[config.mk]
export PLATFORM = sky130hd
export DESIGN_NAME = peak_hold_seven_segment_serializer_core
export DESIGN_NICKNAME = d
export VERILOG_FILES = /design/src/hw/rtl/phss_pkg.sv /design/src/hw/rtl/phss_ram.sv /design/src/hw/rtl/phss_front.sv /design/src/hw/rtl/phss_queue.sv /design/src/hw/rtl/phss_back.sv /design/src/hw/rtl/peak_hold_seven_segment_serializer_core.sv
export SDC_FILE = /design/constraint.sdc
export NUM_CORES = 1
export LEC_CHECK = 0
export ABC_AREA = 1
export BUFFER_PORTS_ARGS = -buffer_cell sky130_fd_sc_hd__buf_4
export CORE_MARGIN = 2
export CORE_UTILIZATION = 50
export CTS_CLUSTER_DIAMETER = 80
export DETAILED_ROUTE_END_ITERATION = 12
export PLACE_DENSITY = 0.71
export SETUP_SLACK_MARGIN = 0.02
export SLEW_MARGIN = 5
export SYNTH_ARGS = -nofsm -noshare
export SYNTH_HDL_FRONTEND = slang
export SYNTH_SLANG_ARGS = --single-unit
[constraint.sdc]
create_clock -name clock -period 18.85 [get_ports clock]
set_input_delay 1.885 -clock clock [delete_from_list [all_inputs] [get_ports clock]]
set_output_delay 1.885 -clock clock [all_outputs]
set_load 0.03 [all_outputs]
[src/hw/rtl/phss_pkg.sv]
package phss_pkg;

   // Shape of one display run
   localparam int unsigned CODE_BITS  = 8;
   localparam int unsigned DIGITS     = 3;
   localparam int unsigned RUN_BITS   = CODE_BITS * DIGITS;
   localparam int unsigned CNT_W      = $clog2(RUN_BITS);
   localparam int unsigned PEAK_W     = 8;
   localparam int unsigned QUEUE_SIZE = 2;

   // Digit slots on the result stream
   localparam logic [1:0] DIGIT_HUNDREDS = 2'd0;
   localparam logic [1:0] DIGIT_TENS     = 2'd1;
   localparam logic [1:0] DIGIT_ONES     = 2'd2;

   // Common-cathode codes, bit 0 = segment a ... bit 6 = segment g
   localparam logic [7:0] SEG_0 = 8'h3f;
   localparam logic [7:0] SEG_1 = 8'h06;
   localparam logic [7:0] SEG_2 = 8'h5b;
   localparam logic [7:0] SEG_3 = 8'h4f;
   localparam logic [7:0] SEG_4 = 8'h66;
   localparam logic [7:0] SEG_5 = 8'h6d;
   localparam logic [7:0] SEG_6 = 8'h7d;
   localparam logic [7:0] SEG_7 = 8'h07;
   localparam logic [7:0] SEG_8 = 8'h7f;
   localparam logic [7:0] SEG_9 = 8'h6f;

   // Front end sequencer
   typedef enum logic [1:0] {
      F_IDLE,
      F_SCAN,
      F_DRAIN,
      F_PUSH
   } front_state_type;

   // Back end sequencer
   typedef enum logic {
      B_IDLE,
      B_SHIFT
   } back_state_type;

   // One peak handed across the queue
   typedef struct packed {
      logic              valid;
      logic [PEAK_W-1:0] peak;
   } peak_xfer_type;

   function automatic logic [7:0] seg_code(input logic [3:0] digit);
      logic [7:0] code;
      case (digit)
         4'd0:    code = SEG_0;
         4'd1:    code = SEG_1;
         4'd2:    code = SEG_2;
         4'd3:    code = SEG_3;
         4'd4:    code = SEG_4;
         4'd5:    code = SEG_5;
         4'd6:    code = SEG_6;
         4'd7:    code = SEG_7;
         4'd8:    code = SEG_8;
         4'd9:    code = SEG_9;
         default: code = 8'h00;
      endcase
      return code;
   endfunction

   // Peak to three segment codes, hundreds in the top byte.
   // Tens digit via x*205 >> 11, exact for x below 100.
   function automatic logic [RUN_BITS-1:0] seg_word(input logic [PEAK_W-1:0] peak);
      logic [1:0]  hund;
      logic [6:0]  rem;
      logic [14:0] prod;
      logic [3:0]  tens;
      logic [3:0]  ones;
      logic [6:0]  tens_x10;
      if (peak >= 8'd200) begin
         hund = 2'd2;
         rem  = 7'(peak - 8'd200);
      end else if (peak >= 8'd100) begin
         hund = 2'd1;
         rem  = 7'(peak - 8'd100);
      end else begin
         hund = 2'd0;
         rem  = 7'(peak);
      end
      prod     = 15'(rem) * 15'd205;
      tens     = prod[14:11];
      tens_x10 = 7'(tens) * 7'd10;
      ones     = 4'(rem - tens_x10);
      return {seg_code({2'b00, hund}), seg_code(tens), seg_code(ones)};
   endfunction

endpackage

[src/hw/rtl/phss_ram.sv]
module phss_ram #(
   parameter int WIDTH = 8,
   parameter int DEPTH = 30
) (
   input  logic                     clock,
   input  logic                     wr_en,
   input  logic [$clog2(DEPTH)-1:0] wr_addr,
   input  logic [WIDTH-1:0]         wr_data,
   input  logic [$clog2(DEPTH)-1:0] rd_addr,
   output logic [WIDTH-1:0]         rd_data
);

   logic [WIDTH-1:0] mem_ff [DEPTH];
   logic [WIDTH-1:0] rd_data_ff;

   // One write port, one registered read port
   always_ff @(posedge clock) begin
      if (wr_en) begin
         mem_ff[wr_addr] <= wr_data;
      end
      rd_data_ff <= mem_ff[rd_addr];
   end

   assign rd_data = rd_data_ff;

endmodule

[src/hw/rtl/phss_front.sv]
module phss_front
   import phss_pkg::*;
#(
   parameter int SAMPLES = 30
) (
   input  logic          clock,
   input  logic          reset,
   input  logic          req_valid,
   output logic          req_ready,
   input  logic [4:0]    sample_index,
   input  logic [7:0]    sample_value,
   input  logic          queue_full,
   output peak_xfer_type push
);

   localparam int AW = $clog2(SAMPLES);

   front_state_type state_ff, state_in;
   logic [AW-1:0]     cnt_ff, cnt_in;
   logic              rd_live_ff, rd_live_in;
   logic              rd_ok_ff, rd_ok_in;
   logic [PEAK_W-1:0] max_ff, max_in;
   logic [SAMPLES-1:0] valid_ff, valid_in;

   logic              accept;
   logic              scan_step;
   logic              in_range;
   logic [6:0]        idx_ext;
   logic [AW-1:0]     wr_addr;
   logic [PEAK_W-1:0] rd_data;
   logic [PEAK_W-1:0] rd_value;
   logic              last_addr;

   // Request classification
   assign idx_ext   = 7'(sample_index);
   assign in_range  = idx_ext < 7'(SAMPLES);
   assign wr_addr   = idx_ext[AW-1:0];
   assign accept    = req_valid && req_ready;
   assign last_addr = cnt_ff == AW'(SAMPLES - 1);

   phss_ram #(
      .WIDTH (PEAK_W),
      .DEPTH (SAMPLES)
   ) u_store (
      .clock   (clock),
      .wr_en   (accept && in_range),
      .wr_addr (wr_addr),
      .wr_data (sample_value),
      .rd_addr (cnt_ff),
      .rd_data (rd_data)
   );

   // Never-written slots read as zero
   assign rd_value = rd_ok_ff ? rd_data : '0;

   // Next state
   always_comb begin
      state_in = state_ff;
      case (state_ff)
         F_IDLE:  if (req_valid) state_in = F_SCAN;
         F_SCAN:  if (last_addr) state_in = F_DRAIN;
         F_DRAIN: state_in = F_PUSH;
         F_PUSH:  if (!queue_full) state_in = F_IDLE;
         default: state_in = F_IDLE;
      endcase
   end

   // Outputs of the sequencer
   always_comb begin
      req_ready  = 1'b0;
      scan_step  = 1'b0;
      push.valid = 1'b0;
      push.peak  = max_ff;
      case (state_ff)
         F_IDLE:  req_ready  = 1'b1;
         F_SCAN:  scan_step  = 1'b1;
         F_DRAIN: ;
         F_PUSH:  push.valid = !queue_full;
         default: ;
      endcase
   end

   // Datapath next values
   always_comb begin
      cnt_in     = cnt_ff;
      rd_live_in = scan_step;
      rd_ok_in   = valid_ff[cnt_ff];
      max_in     = max_ff;
      valid_in   = valid_ff;
      if (accept) begin
         cnt_in = '0;
         max_in = '0;
         if (in_range) begin
            valid_in[wr_addr] = 1'b1;
         end
      end else begin
         if (scan_step) begin
            cnt_in = cnt_ff + AW'(1);
         end
         if (rd_live_ff && (rd_value > max_ff)) begin
            max_in = rd_value;
         end
      end
   end

   always_ff @(posedge clock) begin
      if (reset) begin
         state_ff   <= F_IDLE;
         rd_live_ff <= 1'b0;
         valid_ff   <= '0;
      end else begin
         state_ff   <= state_in;
         rd_live_ff <= rd_live_in;
         valid_ff   <= valid_in;
      end
      cnt_ff   <= cnt_in;
      rd_ok_ff <= rd_ok_in;
      max_ff   <= max_in;
   end

endmodule

[src/hw/rtl/phss_queue.sv]
module phss_queue
   import phss_pkg::*;
(
   input  logic          clock,
   input  logic          reset,
   input  peak_xfer_type push,
   output logic          full,
   output peak_xfer_type head,
   input  logic          pop
);

   localparam int PW = $clog2(QUEUE_SIZE);
   localparam int CW = $clog2(QUEUE_SIZE + 1);

   logic [PEAK_W-1:0] mem_ff [QUEUE_SIZE];
   logic [PW-1:0]     wr_ptr_ff, wr_ptr_in;
   logic [PW-1:0]     rd_ptr_ff, rd_ptr_in;
   logic [CW-1:0]     cnt_ff, cnt_in;
   logic              do_pop;

   assign full       = cnt_ff == CW'(QUEUE_SIZE);
   assign head.valid = cnt_ff != '0;
   assign head.peak  = mem_ff[rd_ptr_ff];
   assign do_pop     = pop && head.valid;

   // Pointer and occupancy update
   always_comb begin
      wr_ptr_in = wr_ptr_ff;
      rd_ptr_in = rd_ptr_ff;
      cnt_in    = cnt_ff;
      if (push.valid) begin
         wr_ptr_in = (wr_ptr_ff == PW'(QUEUE_SIZE - 1)) ? '0 : wr_ptr_ff + PW'(1);
      end
      if (do_pop) begin
         rd_ptr_in = (rd_ptr_ff == PW'(QUEUE_SIZE - 1)) ? '0 : rd_ptr_ff + PW'(1);
      end
      if (push.valid && !do_pop) begin
         cnt_in = cnt_ff + CW'(1);
      end else if (!push.valid && do_pop) begin
         cnt_in = cnt_ff - CW'(1);
      end
   end

   always_ff @(posedge clock) begin
      if (reset) begin
         wr_ptr_ff <= '0;
         rd_ptr_ff <= '0;
         cnt_ff    <= '0;
      end else begin
         wr_ptr_ff <= wr_ptr_in;
         rd_ptr_ff <= rd_ptr_in;
         cnt_ff    <= cnt_in;
      end
      if (push.valid) begin
         mem_ff[wr_ptr_ff] <= push.peak;
      end
   end

`ifndef ASSERT_OFF
   // Occupancy never passes the queue size
   a_cnt_bound: assert property (@(posedge clock) disable iff (reset)
      cnt_ff <= CW'(QUEUE_SIZE))
      else $error("queue occupancy overflow");

   // A push into a full queue would lose a peak
   a_no_overflow: assert property (@(posedge clock) disable iff (reset)
      full |-> !push.valid)
      else $error("push while queue full");

   // A pop from an empty queue would repeat a peak
   a_pop_ok: assert property (@(posedge clock) disable iff (reset)
      (cnt_ff == '0) && !push.valid |=> cnt_ff == '0)
      else $error("queue count moved without a push");
`endif

endmodule

[src/hw/rtl/phss_back.sv]
module phss_back
   import phss_pkg::*;
(
   input  logic          clock,
   input  logic          reset,
   input  peak_xfer_type head,
   output logic          pop,
   output logic          rsp_valid,
   input  logic          rsp_ready,
   output logic [1:0]    digit_position,
   output logic          segment_bit,
   output logic          digit_done,
   output logic          last
);

   back_state_type state_ff, state_in;
   logic [RUN_BITS-1:0] shift_ff, shift_in;
   logic [CNT_W-1:0]    cnt_ff, cnt_in;
   logic                out_valid_ff, out_valid_in;
   logic [1:0]          out_pos_ff, out_pos_in;
   logic                out_bit_ff, out_bit_in;
   logic                out_done_ff, out_done_in;
   logic                out_last_ff, out_last_in;

   logic emit;
   logic run_end;

   assign run_end = cnt_ff == CNT_W'(RUN_BITS - 1);

   // Next state
   always_comb begin
      state_in = state_ff;
      case (state_ff)
         B_IDLE:  if (head.valid) state_in = B_SHIFT;
         B_SHIFT: if (emit && run_end) state_in = B_IDLE;
         default: state_in = B_IDLE;
      endcase
   end

   // Outputs of the sequencer
   always_comb begin
      pop  = 1'b0;
      emit = 1'b0;
      case (state_ff)
         B_IDLE:  pop  = head.valid;
         B_SHIFT: emit = !out_valid_ff || rsp_ready;
         default: ;
      endcase
   end

   // Shift register and output stage
   always_comb begin
      shift_in     = shift_ff;
      cnt_in       = cnt_ff;
      out_valid_in = out_valid_ff && !rsp_ready;
      out_pos_in   = out_pos_ff;
      out_bit_in   = out_bit_ff;
      out_done_in  = out_done_ff;
      out_last_in  = out_last_ff;
      if (pop) begin
         shift_in = seg_word(head.peak);
         cnt_in   = '0;
      end
      if (emit) begin
         out_valid_in = 1'b1;
         out_pos_in   = cnt_ff[CNT_W-1:3];
         out_bit_in   = shift_ff[RUN_BITS-1];
         out_done_in  = cnt_ff[2:0] == 3'(CODE_BITS - 1);
         out_last_in  = run_end;
         shift_in     = {shift_ff[RUN_BITS-2:0], 1'b0};
         cnt_in       = cnt_ff + CNT_W'(1);
      end
   end

   always_ff @(posedge clock) begin
      if (reset) begin
         state_ff     <= B_IDLE;
         out_valid_ff <= 1'b0;
      end else begin
         state_ff     <= state_in;
         out_valid_ff <= out_valid_in;
      end
      shift_ff    <= shift_in;
      cnt_ff      <= cnt_in;
      out_pos_ff  <= out_pos_in;
      out_bit_ff  <= out_bit_in;
      out_done_ff <= out_done_in;
      out_last_ff <= out_last_in;
   end

   assign rsp_valid      = out_valid_ff;
   assign digit_position = out_pos_ff;
   assign segment_bit    = out_bit_ff;
   assign digit_done     = out_done_ff;
   assign last           = out_last_ff;

`ifndef ASSERT_OFF
   // A popped peak starts a fresh run at bit zero
   a_load: assert property (@(posedge clock) disable iff (reset)
      pop |=> (state_ff == B_SHIFT) && (cnt_ff == '0))
      else $error("run did not start at bit zero");

   // The final bit of a run is the eighth bit of the ones digit
   a_last_bit: assert property (@(posedge clock) disable iff (reset)
      rsp_valid && last |-> digit_done && (digit_position == DIGIT_ONES))
      else $error("run ended off the ones digit");

   // No new peak is taken while a run is still shifting
   a_no_pop_busy: assert property (@(posedge clock) disable iff (reset)
      (state_ff == B_SHIFT) |-> !pop)
      else $error("pop during a run");
`endif

endmodule

[src/hw/rtl/peak_hold_seven_segment_serializer_core.sv]
// Peak-hold seven-segment serializer. Each request writes an 8-bit sample into
// one of SAMPLES slots (an index at or past SAMPLES writes nothing); the block
// then finds the largest stored value and sends its hundreds, tens and ones
// digits as common-cathode segment codes, 24 responses of one bit each, MSB
// first, digit by digit. The front end takes a request, writes it, scans the
// store through the RAM's registered read port at one slot per cycle and
// queues the peak; it takes no new request until that peak is queued. The
// back end loads a peak while idle, then shifts one bit per cycle while the
// sink is ready and takes no new peak until the run is out; a two-entry peak
// queue lets the front run ahead of a stalled response side.
// Slots read as zero until written; there is no clearing pass after reset.
module peak_hold_seven_segment_serializer_core
   import phss_pkg::*;
#(
   parameter int SAMPLES = 30
) (
   input  logic        clock,
   input  logic        reset,
   input  logic        req_tvalid,
   output logic        req_tready,
   input  logic [15:0] req_tdata,  // sample_index[4:0], sample_value[12:5], zero pad
   output logic        rsp_tvalid,
   input  logic        rsp_tready,
   output logic [7:0]  rsp_tdata,  // segment_bit[0], zero pad
   output logic [2:0]  rsp_tuser,  // digit_position[1:0], digit_done[2]
   output logic        rsp_tlast
);

   peak_xfer_type push;
   peak_xfer_type head;
   logic          queue_full;
   logic          pop;
   logic [1:0]    digit_position;
   logic          segment_bit;
   logic          digit_done;

   phss_front #(
      .SAMPLES (SAMPLES)
   ) u_front (
      .clock        (clock),
      .reset        (reset),
      .req_valid    (req_tvalid),
      .req_ready    (req_tready),
      .sample_index (req_tdata[4:0]),
      .sample_value (req_tdata[12:5]),
      .queue_full   (queue_full),
      .push         (push)
   );

   phss_queue u_queue (
      .clock (clock),
      .reset (reset),
      .push  (push),
      .full  (queue_full),
      .head  (head),
      .pop   (pop)
   );

   phss_back u_back (
      .clock          (clock),
      .reset          (reset),
      .head           (head),
      .pop            (pop),
      .rsp_valid      (rsp_tvalid),
      .rsp_ready      (rsp_tready),
      .digit_position (digit_position),
      .segment_bit    (segment_bit),
      .digit_done     (digit_done),
      .last           (rsp_tlast)
   );

   assign rsp_tdata = {7'b0, segment_bit};
   assign rsp_tuser = {digit_done, digit_position};

endmodule
==> qor.txt, run 1 <==
Status: complete, no violations
Num rows: 65
Most frequent CP cell: nand2_1
Worst R2R End: u_back.shift_ff[1]
Post-Syn Area: 15770 um2
Drt pass-1 iters: 7
Clock Latency Late Sink: 0.53 ns
Crit path DAT: 7.37 ns
Synthesized area per cell: 10.94 um2
Vias per cell: 5.611
Total Routing Usage GR: 20.94%
P&R area growth vs syn: 10.91%
Hold path endpoint: u_back.segment_bit
GR Overflow Total: 0
TNS Setup: 0 ns
Ys async rst share: 0%
Worst hold path depth: 0
Core footprint: 31310 um2
Place WS: 11.77 ns
Reg clk slew, reported paths: 0.06 ns
Initial antenna violation count: 0
RSZ-0062 raised after global routing: false
Slowest cell on crit path: dfxtp_1
Setup bufs post-CTS: 0
Post-DRT Antenna Nets: 0
Max-slew violations: 0
Commonest cells post-synth: edfxtp_1 (289), nor2_1 (256), o21ai_0 (169), nand2_1 (144), inv_1 (112)
Max-Cap Viols: 0
Design area: 17490 um2
# DRC: 0
First-pass GRT wire length: 54160 um
Post-synth EDFFs: 289
Period Utilization, post-route: 37.67%
Io pins: 34
Antenna Cells: 0
Hold Buf Count CTS: 0
Root buffer cell: clkbuf_16
Vias: 10520
CP delay by family, top: simple AND/OR/NAND/NOR gates
Post-route insts no fill: 1875
H-tree depth: 2
Synth area leaders: edfxtp_1 (55%), dfxtp_1 (8.0%), nor2_1 (6.1%), o21ai_0 (5.4%), ha_1 (5.2%)
Ys flop type: edfxtp_1
Max incr delay on CP: 0.64 ns
Post-CTS sizing: 0
Min-delay src: u_back.shift_ff[23]
CP Data Required Time: 19.11 ns
Post-synthesis cell count: 1442
Floorplan die width: 181.6 um
Final WL: 34410 um
Max-slew headroom: 24.80%
Routability cong.: 0.8408
TritonCTS Sinks: 352
DR WL/cell: 18.35 um
Worst Path Class, Setup: reg -> reg
R2r worst-path depth: 43
Synth cell types: 53
Num CTS Buffers: 37
Syn. warnings: 0
CP Launch Type: flop
Number of fill cells: 2536
CTS tree: done
Fmax: 0.1408 GHz
Placed insts: 1807
Share of cells above drive strength 1: 9.912%
Crit Path Max Fanout: 12
Final setup violation count: 0
Pin count of the biggest net entering global routing: 96
Reg2reg setup slack: 11.75 ns
Number of global-route vias before repair: 10160
CTS max path bufs: 3
Worst min path class: reg -> reg
Starting Density: 50.37%
Post-placement cell area: 16210 um2
Yosys top cell by area: edfxtp_1
CP endpoint kind: flop
Die Span Y: 181.6 um
Fin. Hold Viols: 0
IO buf count: 23
Final Skew: 0.01831 ns
#FFs+latches synth: 352
Final #Nets: 1537
Count leader, synth: edfxtp_1
Slew @ Worst Pin: 1.125 ns
Final HPWL DP: 21060 um
CP bufs+invs: 6
Post-synth top area share: 55.02%
Register area share after synthesis: 63.02%
1st-iter DRT viols: 1229
Post-route minimum period: 7.101 ns
Final setup margin: 11.75 ns
Die area: 32980 um2
## flip-flops by register name, summed over array words and instances (netlist names), named ones only
register,cells
u_back.digit_position,2
u_back.last,1
u_front.rd_live_ff,1
u_front.cnt_ff,5
u_front.max_ff,8
u_back.shift_ff,24
u_front.u_store.mem_ff,240
u_front.u_store.rd_data,8
u_back.digit_done,1
u_front.rd_ok_ff,1
u_back.cnt_ff,5
u_queue.mem_ff,16
u_queue.rd_ptr_ff,1
u_queue.wr_ptr_ff,1
u_front.valid_ff,30
u_back.state_ff,1
u_front.state_ff,2
u_back.rsp_valid,1
u_back.segment_bit,1
u_queue.cnt_ff,2
## logic make-up after synthesis
kind of cell / count (synthesis) / synth area share [%]
other: 1 / 0.02378
XOR/XNOR: 9 / 0.6664
buffers and inverters: 195 / 4.942
adder cells (fa/ha/maj): 73 / 6.172
multiplexers: 1 / 0.06346
AND/OR/NAND/NOR: 497 / 13.39
AO/OA/AOI/OAI: 314 / 11.72
flip-flops: 352 / 63.02
## per-stage QoR
step / util [%] / hold slack [ns]
finish: 55.87 / 0.4189
global route: 55.87 / 0.4251
CTS: 55.87 / 0.4213
detailed placement: 51.78 / 0.4071
global placement: 51.78 / 0.4018
floorplan: - / 0.4003
## layout by cell type (no fill, tap or decap), types with 3 or more instances in the layout
| cell type | count |
|---|---|
| inv_2 | 5 |
| clkinv_1 | 6 |
| o22ai_1 | 40 |
| nor3_1 | 8 |
| dfxtp_1 | 61 |
| nand2_1 | 144 |
| nand2_2 | 24 |
| o21ai_0 | 169 |
| xor2_1 | 5 |
| nand4_1 | 12 |
| nand3_1 | 39 |
| a31oi_1 | 4 |
| ha_1 | 65 |
| edfxtp_1 | 289 |
| o221ai_1 | 21 |
| a221oi_1 | 4 |
| a21oi_1 | 39 |
| a211oi_1 | 5 |
| nor2_1 | 256 |
| fa_1 | 8 |
| buf_4 | 30 |
| nand2_4 | 3 |
| a41oi_1 | 4 |
| clkbuf_1 | 6 |
| clkbuf_8 | 9 |
| inv_1 | 111 |
| clkinv_2 | 6 |
| clkbuf_16 | 39 |
| o21ai_1 | 7 |
| o211ai_1 | 6 |
| conb_1 | 7 |
| nand3_2 | 6 |
## final cells by class
type                            count  area, um2  share of cell area (%)
Clock inverter                     14      157.7                  0.9012
Inverter                          122      464.2                   2.654
Sequential cell                   352       9945                   56.85
Tap cell                          402      503.0                   2.875
Timing Repair Buffer               30      225.2                   1.287
Multi-Input combinational cell    901       5076                   29.02
Clock buffer                       54       1122                   6.416
## routing by layer
| layer | global-route usage, % | share of wire, % |
|---|---|---|
| met1 | 27.08 | 41 |
| met2 | 36.40 | 50 |
| met3 | 3.410 | 7.1 |
| met4 | 6.341 | 2.5 |
| met5 | 0 | 0 |
## worst max-delay path by stage
| stage | endpoint | slack, ns | cells past startpoint |
|---|---|---|---|
| floorplan | u_back.shift_ff[6] | 12.89 | 39 |
| global placement | u_back.shift_ff[6] | 11.90 | 43 |
| detailed placement | u_back.shift_ff[6] | 11.77 | 43 |
| CTS | u_back.shift_ff[6] | 11.75 | 43 |
| global route | u_back.shift_ff[1] | 11.10 | 43 |
| finish | u_back.shift_ff[1] | 11.75 | 43 |
Power of run 1 is not shown: default switching activity piles up to over one toggle a cycle in this logic, so the estimate is an artifact.
==> run 2: changes to the inputs <==
- clock period: 18.85 -> 6.6 ns (I/O delays scaled with it)
==> qor.txt, run 2 (synthesis gave the netlist of run 1 again) <==
TritonCTS Sinks: 352 (unchanged)
Drt pass-1 iters: 5 (was 7)
Multi-input gate area: 5105 um2 (was 5076 um2)
Floorplan die width: 181.6 um (unchanged)
CP Launch Type: flop (unchanged)
Min-delay src: u_back.shift_ff[23] (unchanged)
Max incr delay on CP: 0.47 ns (was 0.64 ns)
Final #Nets: 1551 (was 1537)
Worst hold path depth: 0 (unchanged)
Die Span Y: 181.6 um (unchanged)
First-pass GRT wire length: 53140 um (was 54160 um)
1st-iter DRT viols: 1120 (was 1229)
Period Utilization, post-route: 92.32% (was 37.67%)
Largest registers: u_front.u_store.mem_ff x240, u_front.valid_ff x30, u_back.shift_ff x24 (unchanged)
Core footprint: 31310 um2 (unchanged)
Slew @ Worst Pin: 1.138 ns (was 1.125 ns)
Final WL: 33940 um (was 34410 um)
Share of cells above drive strength 1: 10.63% (was 9.912%)
Die area: 32980 um2 (unchanged)
Post-route minimum period: 6.093 ns (was 7.101 ns)
FF+latch area: 9946 um2 (was 9945 um2)
Fin. Hold Viols: 0 (unchanged)
# DRC: 0 (unchanged)
Num CTS Buffers: 36 (was 37)
Root buffer cell: clkbuf_16 (unchanged)
Antenna Cells: 0 (unchanged)
Post-DRT Antenna Nets: 0 (unchanged)
Number of fill cells: 2550 (was 2536)
Slowest cell on crit path: fa_1 (was dfxtp_1)
CP Data Required Time: 6.87 ns (was 19.11 ns)
Post-placement cell area: 16290 um2 (was 16210 um2)
Final Util: 56.08% (was 55.87%)
IO buf count: 23 (unchanged)
Number of global-route vias before repair: 10010 (was 10160)
TNS Setup: 0 ns (unchanged)
Clock Latency Late Sink: 0.53 ns (about the same)
Reg2reg setup slack: 0.51 ns (was 11.75 ns)
Num rows: 65 (unchanged)
Design area: 17560 um2 (was 17490 um2)
RR Startpoint: u_queue.mem_ff[1][2]
Initial antenna violation count: 0 (unchanged)
Max-Cap Viols: 0 (unchanged)
Most frequent cells in the layout: edfxtp_1 (289), nor2_1 (256), o21ai_0 (169), nand2_1 (144), inv_1 (110) (was edfxtp_1 (289), nor2_1 (256), o21ai_0 (169), nand2_1 (144), inv_1 (111))
H-tree depth: 2 (unchanged)
Crit path DAT: 6.36 ns (was 7.37 ns)
Post-route insts no fill: 1888 (was 1875)
Worst Path Class, Setup: reg -> reg (unchanged)
Final Skew: 0.03068 ns (was 0.01831 ns)
Worst min path class: reg -> reg (unchanged)
Final HPWL DP: 20890 um (was 21060 um)
P&R area growth vs syn: 11.32% (was 10.91%)
Vias: 10630 (was 10520)
Commonest non-fill, non-tap cell in the layout: edfxtp_1 (unchanged)
Reg clk slew, reported paths: 0.06 ns (about the same)
Hold path endpoint: u_back.segment_bit (unchanged)
Reg with most FFs: u_front.u_store.mem_ff (unchanged)
GR Overflow Total: 0 (unchanged)
R2r worst-path depth: 40 (was 43)
Max FFs per register: 240 (unchanged)
Starting Density: 50.37% (unchanged)
Crit Path Max Fanout: 7 (was 12)
Routability cong.: 0.8411 (was 0.8408)
RSZ-0062 raised after global routing: false (unchanged)
Status: complete, no violations (unchanged)
Final setup violation count: 0 (unchanged)
Pin count of the biggest net entering global routing: 94 (was 96)
DR WL/cell: 17.98 um (was 18.35 um)
Total Routing Usage GR: 20.60% (was 20.94%)
Fmax: 0.1641 GHz (was 0.1408 GHz)
CTS max path bufs: 3 (unchanged)
Most frequent CP cell: nand2_1 (unchanged)
Io pins: 34 (unchanged)
CP endpoint kind: flop (unchanged)
Max-slew headroom: 23.84% (was 24.80%)
Placed insts: 1817 (was 1807)
Max-slew violations: 0 (unchanged)
CTS tree: done (unchanged)
Vias per cell: 5.630 (was 5.611)
Worst R2R End: u_back.shift_ff[6] (was u_back.shift_ff[1])
## run 2: layout make-up
| type | count | share of cell area [%] |
|---|---|---|
| timing repair buffer | 45 | 1.945 |
| sequential | 352 | 56.65 |
| tap | 402 | 2.865 |
| clock inverter | 15 | 0.9691 |
| inverter | 122 | 2.644 |
| clock buffer | 51 | 5.858 |
| multi-input combinational | 901 | 29.07 |
## run 2: what timing repair did
item / 4_1_cts / 5_1_grt
resized for setup: 0 / 9
endpoints found under the setup margin: 0 / 7
hold buffers: 0 / 0
buffers inserted: 0 / 5
## run 2: worst max path at each step
stage / slack (ns) / end / depth (start not counted) / from
after global routing: 0.003 / u_back.shift_ff[3] / 40 / u_queue.mem_ff[1][2]
after global placement: 0.36 / u_back.shift_ff[6] / 40 / flop
final: 0.51 / u_back.shift_ff[6] / 40 / u_queue.mem_ff[1][2]
after CTS: 0.30 / u_back.shift_ff[6] / 38 / flop
after detailed placement: 0.33 / u_back.shift_ff[6] / 38 / flop
after floorplan: 0.64 / u_back.shift_ff[6] / 39 / flop
## run 2: per-layer routing
metal | share of wire, % | up-vias | wire length (um) | global-route usage, %
met4 | 2.4 | 0 | 823 | 6.244
met2 | 49 | 399 | 16480 | 34.82
li1 | - | 5072 | - | -
met5 | 0 | - | 0 | 0
met3 | 7.2 | 54 | 2432 | 3.530
met1 | 42 | 5105 | 14200 | 27.40
## run 2: worst max-delay path: cells and delay by family (launching register included)
kind                       cells  cell delay [ns]
AOI/OAI and AO/OA              5             0.67
DFF                            1             0.36
and+or+nand+nor               22             2.12
buffers and inverters          5             0.32
xor gates and xnor gates       1             0.19
adders and majority gates      7             2.20
## run 2: metrics by stage
step           setup slack, ns  hold slack (ns)
2_1_floorplan           0.6414           0.4003
4_1_cts                 0.3014           0.4201
3_5_place_dp            0.3338           0.4063
6_report                0.5069           0.4215
5_1_grt               0.003045           0.4427
3_3_place_gp            0.3552           0.4019
Power of run 2 is left out for the same reason.
==> run 3: changes to the inputs <==
- HOLD_SLACK_MARGIN: default -> 0.02
- clock period: 6.6 -> 5.7 ns (I/O delays scaled with it)
==> qor.txt, run 3 (synthesis gave the netlist of run 1 again) <==
GR Layer Usage met3: 3.570% (was 3.530%)
Post-route insts no fill: 1955 (was 1888)
Max incr delay on CP: 0.34 ns (was 0.47 ns)
Max-slew headroom: 21.58% (was 23.84%)
RSZ-0062 raised after global routing: true (was false)
Max-slew violations: 0 (unchanged)
Num CTS Buffers: 36 (unchanged)
Die area: 32980 um2 (unchanged)
Crit Path Max Fanout: 7 (unchanged)
Reg clk slew, reported paths: 0.06 ns (about the same)
Fmax: 0.1761 GHz (was 0.1641 GHz)
Hold Buf Count CTS: 0 (unchanged)
Root buffer cell: clkbuf_16 (unchanged)
Post-DRT Antenna Nets: 0 (unchanged)
TritonCTS Sinks: 352 (unchanged)
Most frequent CP cell: buf_4 (was nand2_1)
Worst min path class: in -> reg (was reg -> reg)
Worst Path Class, Setup: reg -> reg (unchanged)
GRT Max-Usage Layer: met2 (unchanged)
CP endpoint kind: flop (unchanged)
CP Data Required Time: 5.95 ns (was 6.87 ns)
Status: complete, no violations (unchanged)
Core footprint: 31310 um2 (unchanged)
Slew @ Worst Pin: 1.172 ns (was 1.138 ns)
Antenna Cells: 0 (unchanged)
Largest registers: u_front.u_store.mem_ff x240, u_front.valid_ff x30, u_back.shift_ff x24 (unchanged)
Total Routing Usage GR: 21.87% (was 20.60%)
First-pass GRT wire length: 56240 um (was 53140 um)
CTS max path bufs: 3 (unchanged)
Final HPWL DP: 21740 um (was 20890 um)
Die Span Y: 181.6 um (unchanged)
P&R area growth vs syn: 16.68% (was 11.32%)
Max-Cap Viols: 0 (unchanged)
Final setup violation count: 0 (unchanged)
Share of cells above drive strength 1: 18.42% (was 10.63%)
GR Overflow Total: 0 (unchanged)
Slowest cell on crit path: dfxtp_2 (was fa_1)
Reg with most FFs: u_front.u_store.mem_ff (unchanged)
IO buf count: 23 (unchanged)
# DRC: 0 (unchanged)
Crit path DAT: 5.92 ns (was 6.36 ns)
Clock Latency Late Sink: 0.52 ns (was 0.53 ns)
Post-route minimum period: 5.679 ns (was 6.093 ns)
Starting Density: 50.37% (unchanged)
CP Launch Type: flop (unchanged)
Vias: 10940 (was 10630)
Vias per cell: 5.597 (was 5.630)
Max FFs per register: 240 (unchanged)
CTS tree: done (unchanged)
GR Util met2: 37.89% (was 34.82%)
H-tree depth: 2 (unchanged)
Floorplan die width: 181.6 um (unchanged)
Number of global-route vias before repair: 10710 (was 10010)
Drt pass-1 iters: 5 (unchanged)
Io pins: 34 (unchanged)
Fin. Hold Viols: 0 (unchanged)
Initial antenna violation count: 0 (unchanged)
Final Skew: 0.02569 ns (was 0.03068 ns)
Final WL: 36230 um (was 33940 um)
DR WL/cell: 18.53 um (was 17.98 um)
Most frequent cells in the layout: edfxtp_1 (289), nor2_1 (252), o21ai_0 (165), nand2_1 (133), buf_4 (111) (was edfxtp_1 (289), nor2_1 (256), o21ai_0 (169), nand2_1 (144), inv_1 (110))
Worst hold path depth: 4 (was 0)
R2r worst-path depth: 44 (was 40)
Placed insts: 1849 (was 1817)
Period Utilization, post-route: 99.63% (was 92.32%)
Pin count of the biggest net entering global routing: 82 (was 94)
Num rows: 65 (unchanged)
Final #Nets: 1619 (was 1551)
Commonest non-fill, non-tap cell in the layout: edfxtp_1 (unchanged)
1st-iter DRT viols: 992 (was 1120)
Routability cong.: 0.8309 (was 0.8411)
Met1 GRT Util: 27.83% (was 27.40%)
[run 3: timing repair]
action / 4_1_cts / 5_1_grt
endpoints found under the setup margin: 13 / 14
gates resized for setup: 17 / 68
buffers inserted: 34 / 10
pin swaps: 25 / 47
[run 3: cell type report]
cell class / instances / area [um2]
tap: 402 / 503.0
sequential: 352 / 9946
clock inverter: 16 / 120.1
inverter: 122 / 471.7
clock buffer: 49 / 959.7
fill: 2480 / 12910
timing repair buffer: 113 / 864.6
multi-input combinational: 901 / 5539
[run 3: path summary, 6_finish.rpt]
path / from / to / slack [ns]
worst min register to register: u_back.shift_ff[23] / u_back.segment_bit / 0.42
worst max register to register: flop / u_back.shift_ff[5] / 0.02
worst min-delay path: rsp_tready / u_back.rsp_valid / 0.35
worst max-delay path: flop / u_back.shift_ff[5] / 0.02
[run 3: metal layers]
layer / vias up / wire length (um)
li1: 5204 / -
met1: 5285 / 14540
met2: 368 / 18050
met3: 86 / 2408
met4: 0 / 1228
met5: - / 0
[run 3: stage by stage]
stage          util [%]  instance area [um2]  hold WS [ns]  setup WS (ns)  setup TNS (ns)
2_1_floorplan         -                15850        0.4003        0.02005               0
3_3_place_gp      52.98                16590        0.4041        -0.1256         -0.6702
3_5_place_dp      52.98                16590        0.4124        -0.2422          -1.809
4_1_cts           57.53                18010        0.3501        0.01066               0
5_1_grt           58.78                18400        0.3601        -0.2185          -1.505
6_report          58.78                18400        0.3518        0.02132               0
[run 3: critical path, delay by kind of cell, from the launching register on]
kind | cells | cell delay, ns
simple gates | 19 | 1.64
fa+ha+maj | 6 | 1.49
buf+inv | 16 | 1.48
flops | 1 | 0.34
xor+xnor | 1 | 0.30
compound gates | 2 | 0.15
Power of run 3 is left out for the same reason.
